File: src/design/assert_macros.svh
// assertion macros shared by the decoder rtl
`ifndef ASSERT_MACROS_SVH
`define ASSERT_MACROS_SVH

// condition must hold at every clock edge outside reset
`define ASSERT_ALWAYS(label, cond, msg) \
    label: assert property (@(posedge clk) disable iff (!rst_n) (cond)) else $error(msg);

// antecedent implies consequent in the same cycle
`define ASSERT_IMPLIES(label, ante, cons, msg) \
    label: assert property (@(posedge clk) disable iff (!rst_n) (ante) |-> (cons)) \
        else $error(msg);

`endif

File: src/design/rld_pkg.sv
// types and constants of the literal/repeat run-length decoder
package rld_pkg;

    localparam int LENGTH_BITS = 32;

    localparam logic [1:0] PH_HEADER  = 2'd0;
    localparam logic [1:0] PH_CTRL    = 2'd1;
    localparam logic [1:0] PH_LITERAL = 2'd2;
    localparam logic [1:0] PH_REPEAT  = 2'd3;

    localparam logic [7:0] LITERAL_FLAG  = 8'h80;
    localparam logic [7:0] LOW7_MASK     = 8'h7F;
    localparam logic [7:0] REPEAT_OFFSET = 8'd3;

    typedef struct packed {
        logic [1:0]             phase;
        logic [1:0]             header_bytes_seen;
        logic [LENGTH_BITS-1:0] bytes_remaining;
        logic [7:0]             run_left;
    } state_t;

    typedef struct packed {
        logic [7:0] out_value;
        logic [7:0] run_count;
        logic       end_of_stream;
    } result_t;

endpackage

File: src/design/rld_step.sv
// next-state and result logic for one compressed word
module rld_step
(
    input  rld_pkg::state_t  state,
    input  logic [7:0]       in_byte,
    output rld_pkg::state_t  state_next,
    output logic             result_valid,
    output rld_pkg::result_t result
);

    logic [31:0]                     header_acc;
    logic [rld_pkg::LENGTH_BITS-1:0] header_len;
    logic [rld_pkg::LENGTH_BITS-1:0] lit_remaining;
    logic [7:0]                      lit_left;
    logic [rld_pkg::LENGTH_BITS-1:0] rep_wide;
    logic [rld_pkg::LENGTH_BITS-1:0] rep_cnt;
    logic [rld_pkg::LENGTH_BITS-1:0] rep_remaining;

    always_comb
    begin
        header_acc = ((state.header_bytes_seen == 2'd0) ? 32'd0
                      : 32'(state.bytes_remaining))
                     | (32'(in_byte) << {state.header_bytes_seen, 3'b000});
        header_len = header_acc[rld_pkg::LENGTH_BITS-1:0];

        lit_remaining = state.bytes_remaining - rld_pkg::LENGTH_BITS'(1);
        lit_left      = state.run_left - 8'd1;

        // repeat run clamped to the bytes still owed
        rep_wide      = rld_pkg::LENGTH_BITS'(state.run_left);
        rep_cnt       = (rep_wide > state.bytes_remaining) ? state.bytes_remaining : rep_wide;
        rep_remaining = state.bytes_remaining - rep_cnt;
    end

    always_comb
    begin
        state_next   = state;
        result_valid = 1'b0;
        result       = '{out_value: in_byte, run_count: 8'd1, end_of_stream: 1'b0};
        unique case (state.phase)
            rld_pkg::PH_HEADER:
            begin
                state_next.bytes_remaining = header_len;
                if (state.header_bytes_seen != 2'd3)
                begin
                    state_next.header_bytes_seen = state.header_bytes_seen + 2'd1;
                end
                else
                begin
                    state_next.header_bytes_seen = 2'd0;
                    state_next.run_left          = 8'd0;
                    if (header_len == '0)
                    begin
                        result_valid = 1'b1;
                        result       = '{out_value: 8'd0, run_count: 8'd0,
                                         end_of_stream: 1'b1};
                    end
                    else
                    begin
                        state_next.phase = rld_pkg::PH_CTRL;
                    end
                end
            end
            rld_pkg::PH_CTRL:
            begin
                if ((in_byte & rld_pkg::LITERAL_FLAG) != 8'd0)
                begin
                    state_next.run_left = (in_byte & rld_pkg::LOW7_MASK) + 8'd1;
                    state_next.phase    = rld_pkg::PH_LITERAL;
                end
                else
                begin
                    state_next.run_left = in_byte + rld_pkg::REPEAT_OFFSET;
                    state_next.phase    = rld_pkg::PH_REPEAT;
                end
            end
            rld_pkg::PH_LITERAL:
            begin
                result_valid               = 1'b1;
                result.end_of_stream       = (lit_remaining == '0);
                state_next.bytes_remaining = lit_remaining;
                state_next.run_left        = lit_left;
                if (lit_remaining == '0)
                begin
                    state_next.phase             = rld_pkg::PH_HEADER;
                    state_next.header_bytes_seen = 2'd0;
                    state_next.run_left          = 8'd0;
                end
                else if (lit_left == 8'd0)
                begin
                    state_next.phase = rld_pkg::PH_CTRL;
                end
            end
            rld_pkg::PH_REPEAT:
            begin
                result_valid               = 1'b1;
                result.run_count           = rep_cnt[7:0];
                result.end_of_stream       = (rep_remaining == '0);
                state_next.bytes_remaining = rep_remaining;
                state_next.run_left        = 8'd0;
                if (rep_remaining == '0)
                begin
                    state_next.phase             = rld_pkg::PH_HEADER;
                    state_next.header_bytes_seen = 2'd0;
                end
                else
                begin
                    state_next.phase = rld_pkg::PH_CTRL;
                end
            end
            default:
            begin
                state_next = state;
            end
        endcase
    end

endmodule

File: src/design/rle_literal_repeat_decoder.sv
// top level of the literal/repeat run-length decoder
// a word taken into stage 1 is decoded and its run registered at the outputs
// throughput: one word per cycle unless stalled, set by the single-pass decoder
// header and ctrl words update state only; an empty header gives end_of_stream
// reset: asynchronous active low, clears decode state and both stage valids
`include "assert_macros.svh"

module rle_literal_repeat_decoder
(
    input  logic       clk,
    input  logic       rst_n,
    input  logic       in_valid,
    output logic       in_stall,
    input  logic [7:0] in_byte,
    output logic       out_valid,
    input  logic       out_stall,
    output logic [7:0] out_value,
    output logic [7:0] run_count,
    output logic       end_of_stream
);

    logic             s1_valid_reg;
    logic             s1_valid_next;
    logic [7:0]       s1_byte_reg;
    rld_pkg::state_t  state_reg;
    rld_pkg::state_t  state_next;
    logic             out_valid_reg;
    logic             out_valid_next;
    rld_pkg::result_t result_reg;
    rld_pkg::result_t step_result;
    logic             step_valid;
    logic             advance;
    logic             in_take;

    // stage 1 moves on when the output register is free or being emptied
    assign advance  = !out_valid_reg || !out_stall;
    assign in_stall = s1_valid_reg && !advance;
    assign in_take  = in_valid && !in_stall;

    rld_step u_step
    (
        .state        (state_reg),
        .in_byte      (s1_byte_reg),
        .state_next   (state_next),
        .result_valid (step_valid),
        .result       (step_result)
    );

    always_comb
    begin
        s1_valid_next  = in_take || (s1_valid_reg && !advance);
        out_valid_next = out_valid_reg && out_stall;
        if (s1_valid_reg && advance)
        begin
            out_valid_next = step_valid;
        end
    end

    always_ff @(posedge clk or negedge rst_n)
    begin
        if (!rst_n)
        begin
            s1_valid_reg  <= 1'b0;
            out_valid_reg <= 1'b0;
            state_reg     <= '{phase: rld_pkg::PH_HEADER, header_bytes_seen: 2'd0,
                               bytes_remaining: '0, run_left: 8'd0};
        end
        else
        begin
            s1_valid_reg  <= s1_valid_next;
            out_valid_reg <= out_valid_next;
            if (s1_valid_reg && advance)
            begin
                state_reg <= state_next;
            end
        end
    end

    always_ff @(posedge clk)
    begin
        if (in_take)
        begin
            s1_byte_reg <= in_byte;
        end
        if (s1_valid_reg && advance && step_valid)
        begin
            result_reg <= step_result;
        end
    end

    assign out_valid     = out_valid_reg;
    assign out_value     = result_reg.out_value;
    assign run_count     = result_reg.run_count;
    assign end_of_stream = result_reg.end_of_stream;

    `ASSERT_IMPLIES(a_empty_run_ends, out_valid_reg && (result_reg.run_count == 8'd0), result_reg.end_of_stream, "zero-length run without end of stream")
    `ASSERT_IMPLIES(a_owed_in_body, state_reg.phase != rld_pkg::PH_HEADER, state_reg.bytes_remaining != '0, "stream body with nothing owed")
    `ASSERT_IMPLIES(a_literal_left, state_reg.phase == rld_pkg::PH_LITERAL, state_reg.run_left != 8'd0, "literal phase with empty run")
    `ASSERT_IMPLIES(a_header_clean, state_reg.phase == rld_pkg::PH_HEADER, state_reg.run_left == 8'd0, "header phase with pending run")

endmodule
File: config.mk
export PLATFORM = sky130hd
export DESIGN_NAME = rle_literal_repeat_decoder
export DESIGN_NICKNAME = d
export VERILOG_FILES = /design/src/design/rld_pkg.sv /design/src/design/rld_step.sv /design/src/design/rle_literal_repeat_decoder.sv
export VERILOG_INCLUDE_DIRS = /design/src /design/src/design
export SDC_FILE = /design/constraint.sdc
export NUM_CORES = 1
export LEC_CHECK = 0
export BUFFER_PORTS_ARGS = -buffer_cell sky130_fd_sc_hd__buf_2
export CORE_MARGIN = 8
export CORE_UTILIZATION = 55
export DETAILED_ROUTE_END_ITERATION = 12
export GPL_TIMING_DRIVEN = 0
export PLACE_DENSITY = 0.73
export SLEW_MARGIN = 30
export SYNTH_ARGS = -nofsm -noshare
export SYNTH_HDL_FRONTEND = slang
export SYNTH_SLANG_ARGS = --single-unit
File: constraint.sdc
create_clock -name clk -period 7.6 [get_ports clk]
set_input_delay 0.38 -clock clk [delete_from_list [all_inputs] [get_ports clk]]
set_output_delay 0.38 -clock clk [all_outputs]
set_load 0.01 [all_outputs]
[Word level (Yosys, flattened, before mapping)]
Index checks and enable logic that the tools add are counted.
Cells by class
  add/subtract/negate cells: 6
  $lt $le $gt $ge: 1
  eq/ne operators: 9
  shift operators: 1
  mux-type cells: 26
  bitwise gates (word level): 1
  reductions and logical operators: 23
Operator list (count)
  $pmux 34 s3: 1
  $logic_not 32->1: 3
  $mux 32: 2
  $mux 17: 2
  $gt 8x32->1: 1
  $mux 8: 4
  $or 32x32->32: 1
  $pmux 8 s4: 1
  $shl 8x5->32: 1
  $sub 32x1->32 const B: 1
  $sub 32x32->32: 1
  $pmux 8 s2: 1
  $mux 2: 7
  $add 7x1->8 const B: 1
  $add 8x2->8 const B: 1
  $logic_not 8->1: 1
  $pmux 2 s4: 1
  $reduce_and 4->1: 2
  $sub 8x1->8 const B: 1
  $ne 2x2->1 const B: 3
  $logic_and 1x1->1: 5
  $mux 1: 5
  $eq 2x2->1 const B: 2
  $logic_not 1->1: 4
  11 further kinds: 15
Storage, ports and cells
  register bits: 71
  input bits: 12
  logic and storage cells: 77

[Depth between registers and ports, before layout]
Gate-level depths: netlist (run 1).
  word-level depth: 8
  gate-level depth with buffers: 21
  gate-level depth less buffers: 19

[Modules after synthesis]
From an unflattened synthesis (run 1), not the netlist that was laid out.
Unflattened totals
  cell total of the unflattened synthesis: 855
  area total of the unflattened synthesis: 6900.4 um^2
By module, submodules not included
  rld_step: times used 1, cells each 727, area each 4409.2 um^2, sequential area each 0.0 um^2
  rle_literal_repeat_decoder: times used 1, cells each 128, area each 2491.1 um^2, sequential area each 1901.8 um^2

[Worst setup path after synthesis (run 1)]
Ideal clock, no wire load.
  path kind: register to register
  start: reg state_reg[10] in the netlist's numbering
  end: reg state_reg[42] in the netlist's numbering
  library setup time: 126 ps
  data arrival time: 4487 ps
  data required time: 7474 ps
  setup slack: 2987 ps
  cell stages (with the launch flop): 21
  buffers on the path: 2
  cell sequence: dfrtp_1 > clkbuf_1 > inv_1 > ha_1 > o21ai_0 > nand2b_1 > a21oi_1 > o21ai_0 > nor4b_1 > buf_2 > mux2i_1 > inv_1 > fa_1 > nand2b_1 > a211oi_1 > o22ai_1 > a211o_1 > a211oi_1 > nand4_1 > and2_1 > o32a_1
On the way
  longest elaborated chain between the ends: 6
RTL lines
  from (decl): RTL line rle_literal_repeat_decoder.sv:25  | rld_pkg::state_t state_reg;
  from (signal assigned): RTL line rle_literal_repeat_decoder.sv:65  | state_reg <= '{phase: rld_pkg::PH_HEADER, header_bytes_seen: 2'd0,
  from (signal assigned): RTL line rle_literal_repeat_decoder.sv:74  | state_reg <= state_next;
  $gt 8x32->1: RTL line rld_step.sv:31  | rep_cnt = (rep_wide > state.bytes_remaining) ? state.bytes_remaining : rep_wide;
  $mux 32: RTL line rld_step.sv:31
  $sub 32x32->32: RTL line rld_step.sv:32  | rep_remaining = state.bytes_remaining - rep_cnt;
  $logic_not 32->1: RTL line rld_step.sv:101  | if (rep_remaining == '0)
  $mux 1: RTL line rld_step.sv:101
  $pmux 2 s4: RTL line rld_step.sv:40  | unique case (state.phase)
Parallel ways exist; a longest one is shown, timed or not.
A chain may end at the register's enable or synchronous reset.

[Worst setup path after layout (run 1)]
  start: reg state_reg[31] in the netlist's numbering
  end: reg state_reg[42] in the netlist's numbering
Same word-level chain as after synthesis.

==> reports/metrics.csv, run 1 <==
stage,metric,value,unit
cells_and_area,num_antenna_cells,0,
floorplan,die_width,125,um
place,hpwl,20100,um
timing,fin_worst_skew,15.4,ps
yosys,syn_nets,881,
timing,post-route-min-period,6050,ps
yosys,synth_top_cell_by_area,dfrtp_1,
clocking,ctsHoldBuffers,0,
timing,rsz0062_at_grt,no,
clocking,cts_setup_buffers,0,
clocking,cts_max_level,3,
timing,max_slew.worst_pin.slew,1060,ps
detailed_routing,drt_iter0_markers,1455,
clocking,cts_tree,built,
clocking,cts.repair.resized,0,
yosys,synth-edff-count,25,
detailed_routing,avgRoutedWirePerCell,27.7,um
timing,hold_viol_final,0,
yosys,post-synth-top-area-fraction,0.177,
floorplan,coreArea,11500,um2
clocking,numCtsBuffers,9,
cells_and_area,num-fill-cells,988,
power_and_ir_drop,p_per_area,531,nW/um2
clocking,cts.sinks,71,
clocking,clkTransAtPathRegs,70,ps
yosys,syn_avg_cell_area,7.77,um2
run,max_cap_violations,0,
timing,slew_viol_final,0,
place,portBuffers,30,
detailed_routing,ant_nets,0,
cells_and_area,final_layout_size_suffix_gt1_frac,0.0858,
cells_and_area,syn_to_final_growth,10.2,%
setup_path,path_class,reg -> reg,
cells_and_area,num-nets-final,923,
cells_and_area,mostFrequentLayoutCell,nor2_1,
timing,setup_viol,0,
floorplan,fp-row-count,39,
power_and_ir_drop,power.leakage,2.76,nW
grt,grt_usage,0.351,
timing,tns,0,ps
cells_and_area,largest_reg_flops,44,
worst_hold_path,hold_path_class,in -> async,
grt,grt_max_degree,47,
cells_and_area,layout_common_cells,"88 x nor2_1, 63 x nand2_1, 61 x clkbuf_1",
yosys,synth.distinct_cells,76,
grt,grt_first_pass_wirelength,42000,um
clocking,clk-insertion-delay-late,360,ps
detailed_routing,wl,28500,um
setup_path,cp.arrival,6290,ps
yosys,synth_flop_cell,dfrtp_1,
timing,relSlewSlack,0.290,
detailed_routing,drt_first_pass_iters,6,
floorplan,initial_core_util,0.566,
setup_path,worstSetupStartpointType,flop,
grt,antenna_found_initial,0,
yosys,ys_ff_latch,71,
detailed_routing,drc_errors,0,
yosys,syn_inst,839,
setup_path,cp.required,7840,ps
grt,gr-total-overflow,0,
floorplan,die_y,125,um
setup_path,reg2reg_slack,1550,ps
detailed_routing,viasPerCell,7.45,
power_and_ir_drop,ir_drop,0.279,mV
setup_path,crit_fanout,9,
yosys,syn-cell-area,6520,um2
status,status,"finished, final reports clean",
detailed_routing,vias,7665,
floorplan,die_area,15600,um2
yosys,synthArstFlopShare,0.648,
grt,grt_pass1_vias,7092,
clocking,cts_buffer_depth,2,
timing,period_share,0.797,
floorplan,num_io_pins,31,
yosys,ys.warnings.count,0,
yosys,synth_area_leaders,"dfrtp_1 18%, edfxtp_1 12%, ha_1 5.6%, nor2_1 5.1%, o21ai_0 4.5%",
place,gp_congestion,1.08,
yosys,synth-seq-area-share,0.292,
setup_path,end_kind,flop,
timing,max_freq,165,MHz
clocking,cts_root_buf,clkbuf_16,
power_and_ir_drop,finalPower,3.82,mW
==> worst max-delay path: stages, from the launching register on <==
cell,delay [ps]
dfrtp_1,360
clkbuf_1,240
nor3_2,650
nand3_1,440
nor4b_1,450
buf_2,320
mux2i_1,330
inv_1,100
fa_1,440
nand2b_1,190
a211oi_1,510
o22ai_1,470
a211o_1,380
a211oi_1,220
nand4_1,250
and2_1,250
o32a_1,330
==> per-stage QoR <==
stage          instances  utilization  hold slack (ps)  instance area (um2)  worst slack, ps
2_1_floorplan        839            -             84.4                 6520             2990
3_3_place_gp        1012        0.595              510                 6850             1520
3_5_place_dp        1013        0.597              474                 6870             1830
4_1_cts             1029        0.624             95.5                 7190             1770
5_1_grt             1029        0.624              135                 7190             1270
6_report            1029        0.624             76.2                 7190             1550
==> synthesized netlist by cell type (all sizes together), types with 3 or more instances <==
library cell,count
a211oi,8
a21o,9
a21oi,57
a221oi,7
a22o,7
a22oi,25
a31oi,11
and2,9
and3,7
and4,3
and4b,4
buf,11
clkbuf,59
dfrtp,46
edfxtp,25
ha,29
inv,35
mux2i,10
nand2,63
nand2b,8
nand3,26
nand4,17
nand4b,3
nor2,88
nor2b,6
nor3,36
nor3b,8
nor4,21
nor4b,8
o211ai,6
o21a,6
o21ai,58
o221ai,4
o22ai,16
o31a,5
o31ai,6
or2,8
or3,10
or4,7
xnor2,19
xor2,15
==> area by class of cell <==
cell class	instances	area (um2)	area share
buffer	70	275	0.0383
multi-input combinational	662	4220	0.587
sequential	71	1900	0.265
clock inverter	5	82.6	0.0115
timing repair buffer	31	164	0.0228
clock buffer	11	233	0.0324
inverter	36	135	0.0188
tap	143	179	0.0249
==> report_power, final <==
part	switching, mW	internal [mW]
combinational	1.81	0.831
sequential	0.163	0.536
clock	0.184	0.289
==> path summary, 6_finish.rpt <==
kind | startpoint | endpoint | cells after the start
setup / recovery | state_reg[31] | state_reg[42] | 16
hold reg to reg | out_valid | out_valid | 1
hold / removal | rst_n | state_reg[41] | 1
max in group asynchronous | rst_n | state_reg[10] | 1
setup reg to reg | state_reg[31] | state_reg[42] | 16
min in group clk | in_byte[6] | s1_byte_reg[6] | 1
==> logic make-up after synthesis <==
| group | Yosys count | synth area share |
|---|---|---|
| muxes | 12 | 0.0194 |
| xor gates and xnor gates | 34 | 0.0457 |
| and+or+nand+nor | 334 | 0.269 |
| buffers and inverters | 106 | 0.0629 |
| adders and majority gates | 30 | 0.0587 |
| AOI/OAI and AO/OA | 252 | 0.253 |
| DFF | 71 | 0.292 |
==> metal layers <==
metal  GRT usage  share of wire
met5           0              0
met4       0.244          0.073
met3      0.0993           0.14
met2       0.510           0.41
met1       0.440           0.38
No activity file was read; power rests on OpenSTA's default activity.
==> inputs of run 2 (changes only) <==
--- a/config.mk
+++ b/config.mk
@@ -11,7 +11,7 @@
 export CORE_UTILIZATION = 55
 export DETAILED_ROUTE_END_ITERATION = 12
 export GPL_TIMING_DRIVEN = 0
-export PLACE_DENSITY = 0.73
+export PLACE_DENSITY = 0.75
 export SLEW_MARGIN = 30
 export SYNTH_ARGS = -nofsm -noshare
 export SYNTH_HDL_FRONTEND = slang
==> constraint.sdc (replaced) <==
create_clock -name clk -period 4.9 [get_ports clk]
set_input_delay 0.245 -clock clk [delete_from_list [all_inputs] [get_ports clk]]
set_output_delay 0.245 -clock clk [all_outputs]
set_load 0.01 [all_outputs]
==> run 2 against run 1 <==
- the flow now finishes with violations (setup timing)
- combinational power grew 67%
- maximum frequency increased by 18%
- count of clock-buffer cells in the layout shrank 2
- total power increased by 64%
- final cell count increased by 0.78%
- utilization up 2.6 points
- worst hold slack lost 14 ps
- global-route usage increased by 0.54 points
- critical endpoint unchanged
- largest cell class unchanged
- highest routed layer unchanged
==> reports/metrics.csv, run 2 (synthesized netlist as in run 1, its figures left out) <==
stage,metric,value,unit
setup_path,cp.arrival,5370,ps
power_and_ir_drop,p_per_area,834,nW/um2
setup_path,crit_chain,clkbuf_4 > inv_1 > ha_1 > o21ai_0 > nand2b_1 > a21oi_1 > o21ai_1 > nor4b_4 > buf_6 > mux2i_1 > ha_1 > fa_1 > nand2b_4 > a211oi_4 > o22a_4 > or3_1 > a211oi_1 > nand4_1 > buf_4 > and2_1 > o32a_1,
power_and_ir_drop,power.leakage,2.86,nW
detailed_routing,wl,29400,um
cells_and_area,largest_reg_flops,44,
floorplan,coreArea,11500,um2
floorplan,fp-row-count,39,
timing,setup_ws,-229,ps
cells_and_area,num-nets-final,931,
cells_and_area,final_cells,1037,
place,hpwl,20100,um
setup_path,cp.required,5150,ps
clocking,cts_max_level,3,
cells_and_area,final_layout_size_suffix_gt1_frac,0.145,
clocking,cts.sinks,71,
timing,post-route-min-period,5130,ps
place,portBuffers,30,
cells_and_area,mostFrequentLayoutCell,nor2_1,
detailed_routing,drc_errors,0,
setup_path,end_kind,flop,
power_and_ir_drop,ir_drop,0.387,mV
setup_path,path_class,reg -> reg,
place,dpl.cell_count,1013,
setup_path,cpMaxStageDelayCell,mux2i_1,
setup_path,worstSetupStartpointType,flop,
grt,grt_usage,0.356,
timing,setup_viol,4,
worst_hold_path,whs_endpoint,s1_byte_reg[1],
clocking,cts_root_buf,clkbuf_16,
timing,fin_worst_skew,8.78,ps
timing,max_slew.worst_pin.slew,958,ps
timing,relSlewSlack,0.356,
detailed_routing,viasPerCell,7.56,
worst_hold_path,hold_depth,1,
run,max_cap_violations,0,
floorplan,initial_core_util,0.566,
detailed_routing,ant_nets,0,
timing,max_freq,195,MHz
place,gp_congestion,1.07,
setup_path,reg2reg_to,state_reg[42],
grt,grt_pass1_vias,7185,
detailed_routing,vias,7843,
setup_path,reg2reg_slack,-230,ps
clocking,cts_buffer_depth,2,
setup_path,crit_fanout,7,
worst_hold_path,min_from,in_byte[1],
floorplan,die_y,125,um
setup_path,worst_path_largest_cell_delay,420,ps
setup_path,ff2ff_path_depth,21,
detailed_routing,drt_iter0_markers,1354,
setup_path,reg2reg_from,state_reg[10],
clocking,clkTransAtPathRegs,70,ps
timing,hold_viol_final,0,
clocking,clk-insertion-delay-late,360,ps
cells_and_area,num_antenna_cells,0,
timing,slew_viol_final,0,
grt,grt_first_pass_wirelength,42900,um
clocking,cts_tree,built,
worst_hold_path,hold_path_class,in -> reg,
floorplan,num_io_pins,31,
grt,gr-total-overflow,0,
grt,grt_max_degree,47,
timing,period_share,1.05,
grt,antenna_found_initial,0,
detailed_routing,avgRoutedWirePerCell,28.3,um
setup_path,cpMostUsedCell,ha_1,
status,violations,setup timing,
floorplan,die_area,15600,um2
status,status,"complete, but fails checks",
floorplan,die_width,125,um
detailed_routing,drt_first_pass_iters,7,
cells_and_area,layout_common_cells,"84 x nor2_1, 62 x nand2_1, 57 x o21ai_0",
cells_and_area,syn_to_final_growth,14.8,%
clocking,numCtsBuffers,9,
power_and_ir_drop,finalPower,6.25,mW
## run 2: cell types whose count changed in the layout (fill, tap and decap cells not counted), moves of 4 or more
cell	change
dfrtp_1	-5
nor2_1	-4
dfrtp_2	+5
clkbuf_1	-10
buf_4	+12
mux2i_1	-4
## run 2: layout make-up
class,count,area [um2]
tap,143,179
timing repair buffer,45,284
inverter,36,135
clock inverter,7,73.8
sequential,71,1910
buffer,64,264
multi-input combinational,662,4420
fill,989,4030
clock buffer,9,225
## run 2: worst max-delay path: cells and delay by family (launching register included)
family	cells	cell delay, ps
fa+ha+maj	3	810
mux	1	420
buf+inv	4	750
simple gates	6	1300
flops	1	380
compound gates	7	1350
## run 2: metrics by stage
step	cell area [um2]	setup WS (ps)	hold WS [ps]	utilization	TNS, ps
after CTS	7330	9.77	61.8	0.637	0
after detailed placement	6870	-1080	325	0.597	-8160
after global placement	6850	-1480	423	0.595	-19400
final	7490	-229	61.7	0.650	-746
after global routing	7490	-214	63.0	0.650	-767
after floorplan	6520	287	-50.6	-	0
## run 2: worst max path at each step
| stage | from | endpoint |
|---|---|---|
| 2_1_floorplan | state_reg[10] | state_reg[42] |
| 3_3_place_gp | state_reg[31] | state_reg[42] |
| 3_5_place_dp | state_reg[31] | state_reg[42] |
| 4_1_cts | state_reg[10] | state_reg[42] |
| 5_1_grt | state_reg[10] | state_reg[42] |
| 6_report | state_reg[10] | state_reg[42] |
## run 2: layer usage
| layer | part of all wire | wire [um] | global-route usage |
|---|---|---|---|
| met4 | 0.078 | 2290 | 0.261 |
| met1 | 0.37 | 10900 | 0.449 |
| met5 | 0 | 0 | 0 |
| met2 | 0.41 | 12200 | 0.511 |
| met3 | 0.13 | 3960 | 0.0993 |
## run 2: repair_timing
action,4_1_cts,5_1_grt
pin swaps,4,6
endpoints found under the hold margin,46,0
buffers inserted,7,6
gates resized for setup,24,30
hold buffers,1,0
endpoints found under the setup margin,25,13
## run 2: power breakdown
part           switching (mW)  internal, mW  leakage, nW  total, mW
logic                    2.96          1.47         1.91       4.43
registers               0.299         0.835        0.807       1.13
clock network           0.326         0.361        0.148      0.688
total                    3.58          2.66         2.86       6.25
==> inputs of run 3 (changes only) <==
--- a/config.mk
+++ b/config.mk
@@ -6,12 +6,12 @@
 export SDC_FILE = /design/constraint.sdc
 export NUM_CORES = 1
 export LEC_CHECK = 0
+export ABC_AREA = 1
 export BUFFER_PORTS_ARGS = -buffer_cell sky130_fd_sc_hd__buf_2
-export CORE_MARGIN = 8
 export CORE_UTILIZATION = 55
 export DETAILED_ROUTE_END_ITERATION = 12
 export GPL_TIMING_DRIVEN = 0
-export PLACE_DENSITY = 0.75
+export PLACE_DENSITY_LB_ADDON = 0.3
 export SLEW_MARGIN = 30
 export SYNTH_ARGS = -nofsm -noshare
 export SYNTH_HDL_FRONTEND = slang
==> run 3 against run 2 <==
- count of clock-buffer cells in the layout grew 2
- cell area shrank 1.5%
- total power shrank 8.3%
- first-iteration DRC count shrank 6.8%
- final cell count grew 16%
- global-route usage grew 8.9 points
- critical endpoint unchanged
- sequential share of layout area grew 0.36 points
- combinational power shrank 14%
- via count shrank 0.13%
- area after synthesis grew 2.2%
- setup slack gained 480 ps
- the run ends with DRC left
==> reports/metrics.csv, run 3 <==
stage,metric,value,unit
clocking,numCtsBuffers,9,
yosys,synth-seq-area-share,0.285,
clocking,cts_max_level,3,
cells_and_area,largest_reg_flops,44,
detailed_routing,ant_nets,0,
place,dp_slack,97.5,ps
setup_path,reg2reg_from,state_reg[24],
clocking,clkTransAtPathRegs,60,ps
yosys,syn-cell-area,6660,um2
cells_and_area,final_cells,1207,
setup_path,worstSetupStartpointType,flop,
place,gp_congestion,1.10,
floorplan,die_width,112,um
timing,whs,68.4,ps
floorplan,die_y,112,um
power_and_ir_drop,finalPower,5.73,mW
power_and_ir_drop,p_per_area,777,nW/um2
clocking,cts_buffer_depth,2,
clocking,cts.sinks,71,
detailed_routing,drt_first_pass_iters,11,
setup_path,cp.arrival,4880,ps
place,hpwl,21200,um
yosys,synth_common_cells,"272 x nand2_1, 128 x nor2_1, 112 x inv_1, 56 x nand3_1, 53 x a21oi_1",
run,max_cap_violations,0,
floorplan,fp-row-count,39,
timing,slew_viol_final,0,
setup_path,cpMostUsedCell,nand2_1,
yosys,post-synth-top-area-fraction,0.173,
power_and_ir_drop,ir_drop,0.457,mV
setup_path,cpMaxStageDelayCell,dfrtp_1,
floorplan,coreArea,11600,um2
detailed_routing,route.top_layer_used,met4,
timing,period_share,0.949,
setup_path,worst_path_largest_cell_delay,500,ps
yosys,syn_nets,1060,
place,dpl.cell_count,1191,
floorplan,die_area,12600,um2
cells_and_area,mostFrequentLayoutCell,nand2_1,
cells_and_area,num-nets-final,1101,
timing,hold_viol_final,0,
clocking,clk-insertion-delay-late,350,ps
clocking,cts_tree,built,
floorplan,num_io_pins,31,
cells_and_area,syn_to_final_growth,10.7,%
detailed_routing,route.met3.wl,3930,um
yosys,ys_ff_latch,71,
timing,setup_viol,0,
yosys,synthArstFlopShare,0.648,
timing,max_slew.worst_pin.slew,1010,ps
status,status,"complete, but fails checks",
setup_path,end_kind,flop,
timing,tns,0,ps
detailed_routing,wl,27300,um
timing,fin_worst_skew,7.49,ps
yosys,ys.warnings.count,0,
yosys,synth.most_common_cell,nand2_1,
floorplan,initial_core_util,0.574,
status,violations,DRC,
grt,grt_usage,0.445,
cells_and_area,layout_common_cells,"268 x nand2_1, 125 x nor2_1, 110 x inv_1",
clocking,cts_root_buf,clkbuf_16,
detailed_routing,wl_met1,10600,um
worst_hold_path,hold_path_class,in -> reg,
setup_path,cp-startpoint,state_reg[24],
timing,setup_ws,248,ps
setup_path,crit_fanout,5,
cells_and_area,final_layout_size_suffix_gt1_frac,0.117,
grt,antenna_found_initial,0,
timing,post-route-min-period,4650,ps
timing,relSlewSlack,0.329,
grt,grt_pass1_vias,7334,
detailed_routing,avgRoutedWirePerCell,22.6,um
grt,grt_first_pass_wirelength,41300,um
detailed_routing,met2_length,11000,um
yosys,syn_inst,1018,
grt,grt_max_degree,47,
detailed_routing,vias,7833,
setup_path,cp.required,5130,ps
worst_hold_path,min_from,in_byte[4],
yosys,synth_flop_cell,dfrtp_1,
timing,max_freq,215,MHz
detailed_routing,drc_errors,1,
place,portBuffers,30,
yosys,synth_area_leaders,"dfrtp_1 17%, nand2_1 15%, edfxtp_1 11%, nor2_1 7.2%, inv_1 6.3%",
yosys,syn_avg_cell_area,6.54,um2
detailed_routing,viasPerCell,6.49,
setup_path,path_class,reg -> reg,
yosys,synth.distinct_cells,38,
yosys,synth-edff-count,25,
cells_and_area,num_antenna_cells,0,
grt,gr-total-overflow,0,
power_and_ir_drop,power.leakage,3.33,nW
cells_and_area,num-fill-cells,1052,
yosys,synth_top_cell_by_area,dfrtp_1,
detailed_routing,drt_iter0_markers,1262,
[run 3: cell types whose count changed after synthesis, moves of 16 or more]
cell and change:
nor2_1 +40, a22oi_1 -21, o22ai_1 +28, clkbuf_1 -28
nor4_1 -16, nor3_1 -27, inv_1 +78, nor2_2 +19
nand3_1 +30, nand4_1 +18, nand2_1 +209
[run 3: cell families after synthesis]
family / Yosys count / synth area share
adder cells (fa/ha/maj): 30 / 0.0575
XOR/XNOR: 34 / 0.0469
AND/OR/NAND/NOR: 558 / 0.373
flip-flops: 71 / 0.285
buffers and inverters: 153 / 0.0881
AO/OA/AOI/OAI: 172 / 0.149
[run 3: final cells by class]
| class | count | area, um2 | share of cell area |
|---|---|---|---|
| Multi-Input combinational cell | 794 | 4250 | 0.576 |
| Sequential cell | 71 | 1910 | 0.258 |
| Inverter | 117 | 439 | 0.0595 |
| Clock buffer | 11 | 233 | 0.0315 |
| Tap cell | 143 | 179 | 0.0243 |
| Timing Repair Buffer | 31 | 163 | 0.0220 |
| Buffer | 35 | 145 | 0.0197 |
| Clock inverter | 5 | 58.8 | 0.00797 |
[run 3: metal layers]
layer,global-route usage,vias to the layer above
met5,0,-
li1,-,3472
met4,0.258,0
met3,0.138,164
met2,0.634,679
met1,0.596,3518
[run 3: final timing paths]
check	end	slack [ps]	cells after the start
worst max register to register	state_reg[42]	250	25
worst max-delay path	state_reg[42]	250	25
worst min register to register	state_reg[7]	550	2
max in group asynchronous	state_reg[18]	3890	2
worst min-delay path	s1_byte_reg[4]	70	1
min in group asynchronous	out_valid	490	2
[run 3: stage by stage]
stage          utilization  cell area (um2)
2_1_floorplan            -             6660
3_3_place_gp         0.602             6990
3_5_place_dp         0.602             7000
4_1_cts              0.628             7300
5_1_grt              0.635             7380
6_report             0.635             7380
[run 3: where the power goes]
group          internal, mW  leakage (nW)  switching (mW)
combinational          1.07          2.40            2.76
clock                 0.396         0.136           0.284
sequential            0.859         0.794           0.357
[run 3: repair_timing]
| action | in CTS | in global routing |
|---|---|---|
| hold buffers | 1 | 0 |
| endpoints found under the hold margin | 46 | 0 |
| gates resized for setup | 0 | 34 |
| setup buffers | 0 | 0 |
| setup endpoints to repair | 0 | 6 |
[run 3: worst max-delay path, delay by kind of cell, from the launching register on]
| kind | cells | cell delay [ps] |
|---|---|---|
| AOI/OAI and AO/OA | 1 | 190 |
| xor gates and xnor gates | 1 | 300 |
| adders and majority gates | 2 | 710 |
| buffers and inverters | 1 | 100 |
| DFF | 1 | 500 |
| and+or+nand+nor | 20 | 2700 |
